===== config.mk =====
export PLATFORM = sky130hd
export DESIGN_NAME = region_table_page_allocator_flat
export DESIGN_NICKNAME = d
export VERILOG_FILES = /design/src/rtpa_pkg.sv /design/src/rtpa_if.sv /design/src/rtpa_alu.sv /design/src/region_table_page_allocator.sv /design/src/flat_wrapper.sv
export SDC_FILE = /design/constraint.sdc
export NUM_CORES = 2
export LEC_CHECK = 0
export ABC_AREA = 1
export BUFFER_PORTS_ARGS = -buffer_cell sky130_fd_sc_hd__buf_2
export CORE_MARGIN = 1.5
export CORE_UTILIZATION = 35
export DETAILED_ROUTE_END_ITERATION = 10
export PLACE_DENSITY = 0.62
export SYNTH_ARGS = -nofsm -noshare
export SYNTH_HDL_FRONTEND = slang
export SYNTH_SLANG_ARGS = --single-unit

===== constraint.sdc =====
create_clock -name clk_i -period 13.5 [get_ports clk_i]
set_input_delay 2.025 -clock clk_i [delete_from_list [all_inputs] [get_ports clk_i]]
set_output_delay 2.025 -clock clk_i [all_outputs]
set_load 0.03 [all_outputs]

===== src/rtpa_pkg.sv =====
package rtpa_pkg;

  // Fixed widths of the item fields.
  localparam int FIELD_W     = 52;
  localparam int PAGE_CNT_W  = 20;
  localparam int IDX_FIELD_W = 4;
  localparam int COUNT_W     = 5;

  // Configuration port.
  localparam int APB_ADDR_W = 3;
  localparam int APB_DATA_W = 32;
  localparam logic REG_REGION_COUNT = 1'b0;

  // Command codes of an input item.
  typedef enum logic [1:0] {
    CMD_LOAD      = 2'd0,
    CMD_ALLOC_TOP = 2'd1,
    CMD_ALLOC_LOW = 2'd2,
    CMD_CUT       = 2'd3
  } cmd_e;

  // Operations of the shared adder.
  typedef enum logic {
    ALU_ADD = 1'b0,
    ALU_SUB = 1'b1
  } alu_op_e;

  // Sequencer states.
  typedef enum logic [1:0] {
    ST_IDLE   = 2'd0,
    ST_EVAL   = 2'd1,
    ST_UPDATE = 2'd2,
    ST_RESP   = 2'd3
  } state_e;

  typedef struct packed {
    cmd_e                     command;
    logic [IDX_FIELD_W-1:0]   entry_index;
    logic [FIELD_W-1:0]       entry_base;
    logic [FIELD_W-1:0]       entry_length;
    logic                     entry_available;
    logic [PAGE_CNT_W-1:0]    page_count;
    logic [FIELD_W-1:0]       byte_size;
    logic [FIELD_W-1:0]       range_start;
    logic [FIELD_W-1:0]       range_end;
  } in_item_t;

  typedef struct packed {
    logic [FIELD_W-1:0] alloc_address;
    logic               alloc_ok;
  } out_item_t;

endpackage


===== src/rtpa_if.sv =====
// Command channel into the allocator.
interface rtpa_in_if;
  logic               valid;
  logic               ready;
  rtpa_pkg::in_item_t item;

  modport source (output valid, output item, input ready);
  modport sink (input valid, input item, output ready);
endinterface

// Result channel out of the allocator.
interface rtpa_out_if;
  logic                valid;
  logic                ready;
  rtpa_pkg::out_item_t item;

  modport source (output valid, output item, input ready);
  modport sink (input valid, input item, output ready);
endinterface


===== src/rtpa_alu.sv =====
// Shared adder/subtractor. The top result bit is the carry of an add or the
// borrow of a subtract.
module rtpa_alu #(
  parameter int UW = 53
) (
  input  rtpa_pkg::alu_op_e op_i,
  input  logic [UW-1:0]     a_i,
  input  logic [UW-1:0]     b_i,
  output logic [UW:0]       res_o
);
  import rtpa_pkg::*;

  always_comb begin
    unique case (op_i)
      ALU_ADD: res_o = {1'b0, a_i} + {1'b0, b_i};
      ALU_SUB: res_o = {1'b0, a_i} - {1'b0, b_i};
      default: res_o = '0;
    endcase
  end

endmodule


===== src/region_table_page_allocator.sv =====
// Channel   Dir  Handshake        Payload
// in_i      in   valid/ready      command, entry fields, page_count, byte_size, range
// out_o     out  valid/ready      alloc_address, alloc_ok
// APB       in   psel/penable     region_count at byte address 0
//
// A load is written when it is accepted; its result is shown in the next cycle.
// An allocation or cut visits the table entries one by one, each in a compare step
// and then an update step, since both steps go through one shared adder.
// The input is ready only when idle; a result waits in the output register.
// Reset clears the sequencer and region_count; the region table is not cleared.
module region_table_page_allocator #(
  parameter int MAX_REGIONS = 16,
  parameter int PAGE_SHIFT  = 12,
  parameter int ADDR_BITS   = 52
) (
  input  logic                                clk_i,
  input  logic                                rst_ni,
  rtpa_in_if.sink                             in_i,
  rtpa_out_if.source                          out_o,
  input  logic                                psel,
  input  logic                                penable,
  input  logic                                pwrite,
  input  logic [rtpa_pkg::APB_ADDR_W-1:0]     paddr,
  input  logic [rtpa_pkg::APB_DATA_W-1:0]     pwdata,
  output logic [rtpa_pkg::APB_DATA_W-1:0]     prdata,
  output logic                                pready
);
  import rtpa_pkg::*;

  localparam int DW     = (ADDR_BITS > FIELD_W) ? ADDR_BITS : FIELD_W;
  localparam int UW     = DW + 1;
  localparam int IDX_W  = (MAX_REGIONS > 1) ? $clog2(MAX_REGIONS) : 1;
  localparam int NCNT_W = $clog2(MAX_REGIONS + 1);
  localparam int CMP_W  = (NCNT_W > COUNT_W) ? NCNT_W : COUNT_W;
  localparam logic [CMP_W-1:0] MAX_CMP = CMP_W'(MAX_REGIONS);
  localparam int REG_SEL_W = APB_ADDR_W - 2;

  // Region table.
  logic [ADDR_BITS-1:0] mem_base [MAX_REGIONS];
  logic [ADDR_BITS-1:0] mem_len  [MAX_REGIONS];
  logic                 mem_free [MAX_REGIONS];

  state_e               state_q, state_d;
  logic [COUNT_W-1:0]   count_q;
  logic [IDX_W-1:0]     idx_q, idx_d;
  logic [IDX_W-1:0]     last_q, last_d;
  cmd_e                 cmd_q;
  logic [UW-1:0]        size_q, start_q, end_q, diff_q;
  logic                 flag_q;
  logic [ADDR_BITS-1:0] rd_base_q, rd_len_q;
  logic                 rd_free_q;
  logic [FIELD_W-1:0]   out_addr_q, out_addr_d;
  logic                 out_ok_q, out_ok_d;

  logic                 accept;
  logic [CMP_W-1:0]     count_ext, n_ext;
  logic                 we;
  logic [IDX_W-1:0]     wr_addr;
  logic [ADDR_BITS-1:0] wr_base, wr_len;
  logic                 wr_free;
  alu_op_e              alu_op;
  logic [UW-1:0]        alu_a, alu_b;
  logic [UW:0]          alu_res;
  logic                 hit, last_step, is_cut, is_top;

  rtpa_alu #(.UW(UW)) u_alu (
    .op_i  (alu_op),
    .a_i   (alu_a),
    .b_i   (alu_b),
    .res_o (alu_res)
  );

  assign accept       = in_i.valid && in_i.ready;
  assign in_i.ready   = (state_q == ST_IDLE);
  assign out_o.valid  = (state_q == ST_RESP);
  assign out_o.item.alloc_address = out_addr_q;
  assign out_o.item.alloc_ok      = out_ok_q;

  // Number of valid entries, capped at the table depth.
  assign count_ext = CMP_W'(count_q);
  assign n_ext     = (count_ext > MAX_CMP) ? MAX_CMP : count_ext;

  assign is_cut    = (cmd_q == CMD_CUT);
  assign is_top    = (cmd_q == CMD_ALLOC_TOP);
  assign last_step = is_top ? (idx_q == '0) : (idx_q == last_q);

  // Configuration register.
  assign pready = 1'b1;
  assign prdata = (paddr[APB_ADDR_W-1:2] == REG_SEL_W'(REG_REGION_COUNT))
                  ? APB_DATA_W'(count_q) : '0;

  always_ff @(posedge clk_i or negedge rst_ni) begin
    if (!rst_ni) begin
      count_q <= '0;
    end else if (psel && penable && pwrite &&
                 (paddr[APB_ADDR_W-1:2] == REG_SEL_W'(REG_REGION_COUNT))) begin
      count_q <= pwdata[COUNT_W-1:0];
    end
  end

  // Sequencer.
  always_ff @(posedge clk_i or negedge rst_ni) begin
    if (!rst_ni) begin
      state_q <= ST_IDLE;
      idx_q   <= '0;
    end else begin
      state_q <= state_d;
      idx_q   <= idx_d;
    end
  end

  always_comb begin
    state_d    = state_q;
    idx_d      = idx_q;
    last_d     = last_q;
    out_addr_d = out_addr_q;
    out_ok_d   = out_ok_q;
    we         = 1'b0;
    wr_addr    = idx_q;
    wr_base    = rd_base_q;
    wr_len     = rd_len_q;
    wr_free    = rd_free_q;
    alu_op     = ALU_ADD;
    alu_a      = UW'(rd_base_q);
    alu_b      = size_q;
    hit        = 1'b0;

    unique case (state_q)
      ST_IDLE: begin
        if (accept) begin
          out_addr_d = '0;
          out_ok_d   = 1'b0;
          last_d     = IDX_W'(n_ext - CMP_W'(1));
          state_d    = ST_RESP;
          unique case (in_i.item.command)
            CMD_LOAD: begin
              wr_addr = IDX_W'(in_i.item.entry_index);
              wr_base = ADDR_BITS'(in_i.item.entry_base);
              wr_len  = ADDR_BITS'(in_i.item.entry_length);
              wr_free = in_i.item.entry_available;
              we      = (CMP_W'(in_i.item.entry_index) < MAX_CMP);
            end
            CMD_ALLOC_TOP: begin
              if (n_ext != '0) begin
                idx_d   = IDX_W'(n_ext - CMP_W'(1));
                state_d = ST_EVAL;
              end
            end
            CMD_ALLOC_LOW: begin
              if (n_ext != '0) begin
                idx_d   = '0;
                state_d = ST_EVAL;
              end
            end
            CMD_CUT: begin
              if (n_ext != '0 && in_i.item.range_end >= in_i.item.range_start) begin
                idx_d   = '0;
                state_d = ST_EVAL;
              end
            end
            default: state_d = ST_RESP;
          endcase
        end
      end

      // First pass of the entry: fit test for allocation, base plus length for cut.
      ST_EVAL: begin
        if (is_cut) begin
          alu_op = ALU_ADD;
          alu_a  = UW'(rd_base_q);
          alu_b  = UW'(rd_len_q);
        end else begin
          alu_op = ALU_SUB;
          alu_a  = UW'(rd_len_q);
          alu_b  = size_q;
        end
        state_d = ST_UPDATE;
      end

      // Second pass: write back the trimmed or bumped entry on a hit, then move on or respond.
      ST_UPDATE: begin
        if (is_cut) begin
          alu_op  = ALU_SUB;
          alu_a   = diff_q;
          alu_b   = end_q;
          hit     = flag_q && !alu_res[UW];
          wr_base = end_q[ADDR_BITS-1:0];
          wr_len  = alu_res[ADDR_BITS-1:0];
        end else begin
          alu_op  = ALU_ADD;
          alu_a   = UW'(rd_base_q);
          alu_b   = size_q;
          hit     = flag_q;
          wr_base = alu_res[ADDR_BITS-1:0];
          wr_len  = diff_q[ADDR_BITS-1:0];
          if (hit) begin
            out_addr_d = FIELD_W'(rd_base_q);
            out_ok_d   = 1'b1;
          end
        end
        we = hit;
        if ((hit && !is_cut) || last_step) begin
          state_d = ST_RESP;
        end else begin
          idx_d   = is_top ? idx_q - IDX_W'(1) : idx_q + IDX_W'(1);
          state_d = ST_EVAL;
        end
      end

      ST_RESP: begin
        if (out_o.ready) begin
          state_d = ST_IDLE;
        end
      end

      default: state_d = ST_IDLE;
    endcase
  end

  // Captured item fields and scan working registers.
  always_ff @(posedge clk_i) begin
    last_q     <= last_d;
    out_addr_q <= out_addr_d;
    out_ok_q   <= out_ok_d;
    if (accept) begin
      cmd_q   <= in_i.item.command;
      start_q <= UW'(in_i.item.range_start);
      end_q   <= UW'(in_i.item.range_end);
      if (in_i.item.command == CMD_ALLOC_TOP) begin
        size_q <= UW'(in_i.item.page_count) << PAGE_SHIFT;
      end else begin
        size_q <= UW'(in_i.item.byte_size);
      end
    end
    if (state_q == ST_EVAL) begin
      diff_q <= alu_res[UW-1:0];
      if (is_cut) begin
        flag_q <= (start_q >= UW'(rd_base_q));
      end else begin
        flag_q <= rd_free_q && (rd_base_q[PAGE_SHIFT-1:0] == '0) && !alu_res[UW];
      end
    end
  end

  // Table write port and registered read port.
  always_ff @(posedge clk_i) begin
    if (we) begin
      mem_base[wr_addr] <= wr_base;
      mem_len[wr_addr]  <= wr_len;
      mem_free[wr_addr] <= wr_free;
    end
    rd_base_q <= mem_base[idx_d];
    rd_len_q  <= mem_len[idx_d];
    rd_free_q <= mem_free[idx_d];
  end

endmodule


===== src/flat_wrapper.sv =====
// flat-port wrapper written by rule: the top's interface ports become plain ports
module region_table_page_allocator_flat import rtpa_pkg::*;
#(
  parameter int MAX_REGIONS = 16,
  parameter int PAGE_SHIFT  = 12,
  parameter int ADDR_BITS   = 52
)
  (clk_i, rst_ni, psel, penable, pwrite, paddr, pwdata, prdata, pready, in_i_valid, in_i_item, in_i_ready, out_o_valid, out_o_item, out_o_ready);
  rtpa_in_if in_i_i ();
  rtpa_out_if out_o_i ();
  input  logic clk_i;
  input  logic rst_ni;
  input  logic psel;
  input  logic penable;
  input  logic pwrite;
  input  logic [rtpa_pkg::APB_ADDR_W-1:0] paddr;
  input  logic [rtpa_pkg::APB_DATA_W-1:0] pwdata;
  output logic [rtpa_pkg::APB_DATA_W-1:0] prdata;
  output logic pready;
  input wire logic [$bits(in_i_i.valid)-1:0] in_i_valid;
  input wire logic [$bits(in_i_i.item)-1:0] in_i_item;
  output wire logic [$bits(in_i_i.ready)-1:0] in_i_ready;
  output wire logic [$bits(out_o_i.valid)-1:0] out_o_valid;
  output wire logic [$bits(out_o_i.item)-1:0] out_o_item;
  input wire logic [$bits(out_o_i.ready)-1:0] out_o_ready;
  assign in_i_i.valid = in_i_valid;
  assign in_i_i.item = in_i_item;
  assign in_i_ready = in_i_i.ready;
  assign out_o_valid = out_o_i.valid;
  assign out_o_item = out_o_i.item;
  assign out_o_i.ready = out_o_ready;
  region_table_page_allocator #(.MAX_REGIONS(MAX_REGIONS), .PAGE_SHIFT(PAGE_SHIFT), .ADDR_BITS(ADDR_BITS)) u_core (.clk_i(clk_i), .rst_ni(rst_ni), .in_i(in_i_i), .out_o(out_o_i), .psel(psel), .penable(penable), .pwrite(pwrite), .paddr(paddr), .pwdata(pwdata), .prdata(prdata), .pready(pready));
endmodule

==> flow_summary_export.csv <==
group,metric,value,unit
status,status,"complete, no violations",
setup_path,crit_arrival,10020,ps
cells_and_area,fin_area,108000,sq um
sta,drv_slew,0,
placed_design,hpwl,197000,microns
setup_path,worst-path-buf-inv,7,
clock_tree,cts_tree,"done",
routing,first_pass_iters,8,
synthesis,synth_most_common_cell,"nand2_1",
setup_path,r2r_end,"u_core.mem_base[13][14]$_DFFE_PP_",
placed_design,dpl_cell_area,101000,sq um
sta,rsz0062_at_grt,"false",
cells_and_area,multiInputGateArea,29300,sq um
sta,tns,0,ps
sta,setup_viol,0,
die,die_height,526,microns
synthesis,synth_seq_area_share,63.7,%
synthesis,syn_avg_cell_area,10.4,sq um
setup_path,crit_fanout,73,
clock_tree,cts_resized,0,
die,io_pins,417,
sta,tightest_slew,1380,ps
cells_and_area,n_fill_cell,25800,
setup_path,regToRegSetupSlack,3980,ps
setup_path,critPathMaxStageDelay,640,ps
routing,vias,72000,
sta,post-route-period-util,70.5,%
setup_path,worst_path_max_delay_cell,"buf_4",
setup_path,reg2reg_from,"u_core.cmd_q[1]$_DFFE_PP_",
synthesis,yosys_most_used_dff,"edfxtp_1",
cells_and_area,drive_gt1_share,9.75,%
synthesis,yosysWarnings,0,
global_route,grt_pass1_vias,67300,
routing,wl,335000,microns
synthesis,synthCells,9228,
synthesis,synth.top_cell.area_share,61.2,%
die,dieArea,276000,sq um
hold_path,whs_endpoint,"u_core.out_addr_q[26]$_SDFFCE_PN0P_",
routing,wire_per_inst,25.4,microns
sta,min_period,9520,ps
clock_tree,h-tree-depth,4,
clock_tree,cts_setup_buffers,0,
setup_path,cpLargestDelayFamily,"buffers and inverters",
hold_path,worstHoldPathCells,2,
setup_path,worstSetupStartpoint,"u_core.cmd_q[1]$_DFFE_PP_",
cells_and_area,area_growth,13.5,%
synthesis,ys_ff_latch,2065,
setup_path,required,13990,ps
global_route,grt_max_degree,190,
clock_tree,clk_pin_slew,60,ps
die,core,271000,sq um
synthesis,netlist_area,95600,sq um
synthesis,synth_commonest_cells,"2521 x nand2_1, 1949 x edfxtp_1, 1405 x nand3_1",
synthesis,synth_edf_count,1949,
hold_path,hp-class,"flop to flop",
die,floorplan.die.width,526,microns
sta,fin_skew,92.3,ps
clock_tree,worstSkewPairLatency,910,ps
synthesis,async_reset_ff_share,0.533,%
sta,max_clock_freq,0.105,GHz
placed_design,globalplace.congestion,0.990,
synthesis,synth_top_cell_by_area,"edfxtp_1",
job,cap_viol_max_count,0,
global_route,globalRouteTotalUtil,23.5,%
hold_path,min-delay-start,"u_core.rd_base_q[26]$_DFF_P_",
routing,detail-route-antenna-nets,0,
clock_tree,cts-root-buf,"clkbuf_16",
sta,worst_slew_margin_rel,7.39,%
routing,drt_iter0_drc,9015,
synthesis,ys_types,61,
setup_path,worstSetupEndpointType,"flop",
die,start_util,35.2,%
placed_design,io_buffers,359,
setup_path,worst-setup-path-type,"flop to flop",
clock_tree,clk_path_buf_depth,3,
clock_tree,cts.hold.buffers_added,0,
synthesis,netlist_top_cells_area,"edfxtp_1 61%, nand2_1 9.9%, nand3_1 7.4%, inv_1 3.4%, nand3b_1 3.3%",
global_route,antenna_found_initial,13,
clock_tree,cts_sinks,2065,
die,rows,191,
cells_and_area,seq_area,60900,sq um
cells_and_area,final_nets,9923,
setup_path,reg2reg_depth,33,
sta,hold_violations,0,
clock_tree,cts_buffers,209,
routing,via_per_inst,5.46,
global_route,overflow,0,
routing,drc,0,
setup_path,worstSetupStartpointType,"flop",
global_route,grt_pass1_wl,475000,microns
==> tightest hold or removal path, delay by kind of cell (launching register included) <==
kind          cells  cell delay (ps)
buf+inv           1               50
simple gates      1               70
flops             1              340
==> routing by layer <==
| metal | vias up | part of all wire, % | track usage, % |
|---|---|---|---|
| met5 | - | 0.016 | 0 |
| met4 | 6 | 5.9 | 12.4 |
| met3 | 691 | 9.8 | 3.93 |
| met2 | 4063 | 45 | 36.9 |
| met1 | 35200 | 39 | 31.0 |
| li1 | 32100 | - | - |
==> through the flow <==
step	instances	setup slack [ps]	utilization, %	hold slack, ps
after floorplan	9254	908	-	485
after global placement	12800	4410	37.4	549
after detailed placement	12800	4370	37.4	549
after CTS	13200	4320	40.0	546
after global routing	13200	3710	40.0	579
final	13200	3980	40.0	542
==> sequential cells by signal, indices dropped and copies added (netlist names) <==
signal             cells
u_core.state_q         2
u_core.mem_base      832
u_core.rd_free_q       1
u_core.mem_free       16
u_core.out_addr_q     52
u_core.out_ok_q        1
u_core.rd_base_q      52
u_core.size_q         52
u_core.start_q        52
u_core.diff_q         53
u_core.rd_len_q       52
u_core.idx_q           4
u_core.count_ext       5
u_core.flag_q          1
u_core.end_q          52
u_core.last_q          4
u_core.mem_len       832
u_core.cmd_q           2
==> layout by cell type, fill, tap and decap left out, types with 31 or more instances in the layout <==
cell,instances
clkinv_2,35
ha_1,167
dfxtp_1,105
buf_2,359
inv_1,863
buf_4,140
nor2_1,278
clkinv_1,32
o21ai_1,31
edfxtp_1,1949
nand2_1,2515
o21ai_0,154
a21oi_1,192
a221oi_1,36
clkbuf_1,53
o211ai_1,51
o22ai_1,98
nand4_1,32
nand3_1,1405
xnor2_1,40
nand3b_1,424
clkbuf_16,210
xor2_1,63
==> final cells by class <==
cell class / count / area share (%)
Multi-Input combinational cell: 5743 / 27.0
Sequential cell: 2065 / 56.2
Clock inverter: 113 / 1.22
Clock buffer: 284 / 5.30
Inverter: 878 / 3.07
Antenna cell: 4 / 0.00923
Timing Repair Buffer: 525 / 3.10
Tap cell: 3570 / 4.12
==> worst max path at each step <==
stage	depth (start not counted)	to	slack [ps]
2_1_floorplan	9	u_core.mem_base[0][0]$_DFFE_PP_	910
3_3_place_gp	32	u_core.mem_base[6][34]$_DFFE_PP_	4410
3_5_place_dp	30	u_core.mem_len[13][17]$_DFFE_PP_	4370
4_1_cts	30	u_core.mem_base[13][14]$_DFFE_PP_	4320
5_1_grt	29	u_core.mem_base[13][14]$_DFFE_PP_	3710
6_report	33	u_core.mem_base[13][14]$_DFFE_PP_	3980
==> logic make-up (layout without fill, tap and decap cells) <==
group	Yosys count	after routing	synth area share, %
adders and majority gates	172	172	2.27
buffers and inverters	1446	1800	6.04
other	2	32	0.00786
DFF	2065	2065	63.7
AOI/OAI and AO/OA	712	712	4.60
and+or+nand+nor	4728	4728	22.4
xor gates and xnor gates	103	103	0.944
Power is not shown: default switching activity piles up to over one toggle a cycle in this logic, so the estimate is an artifact.
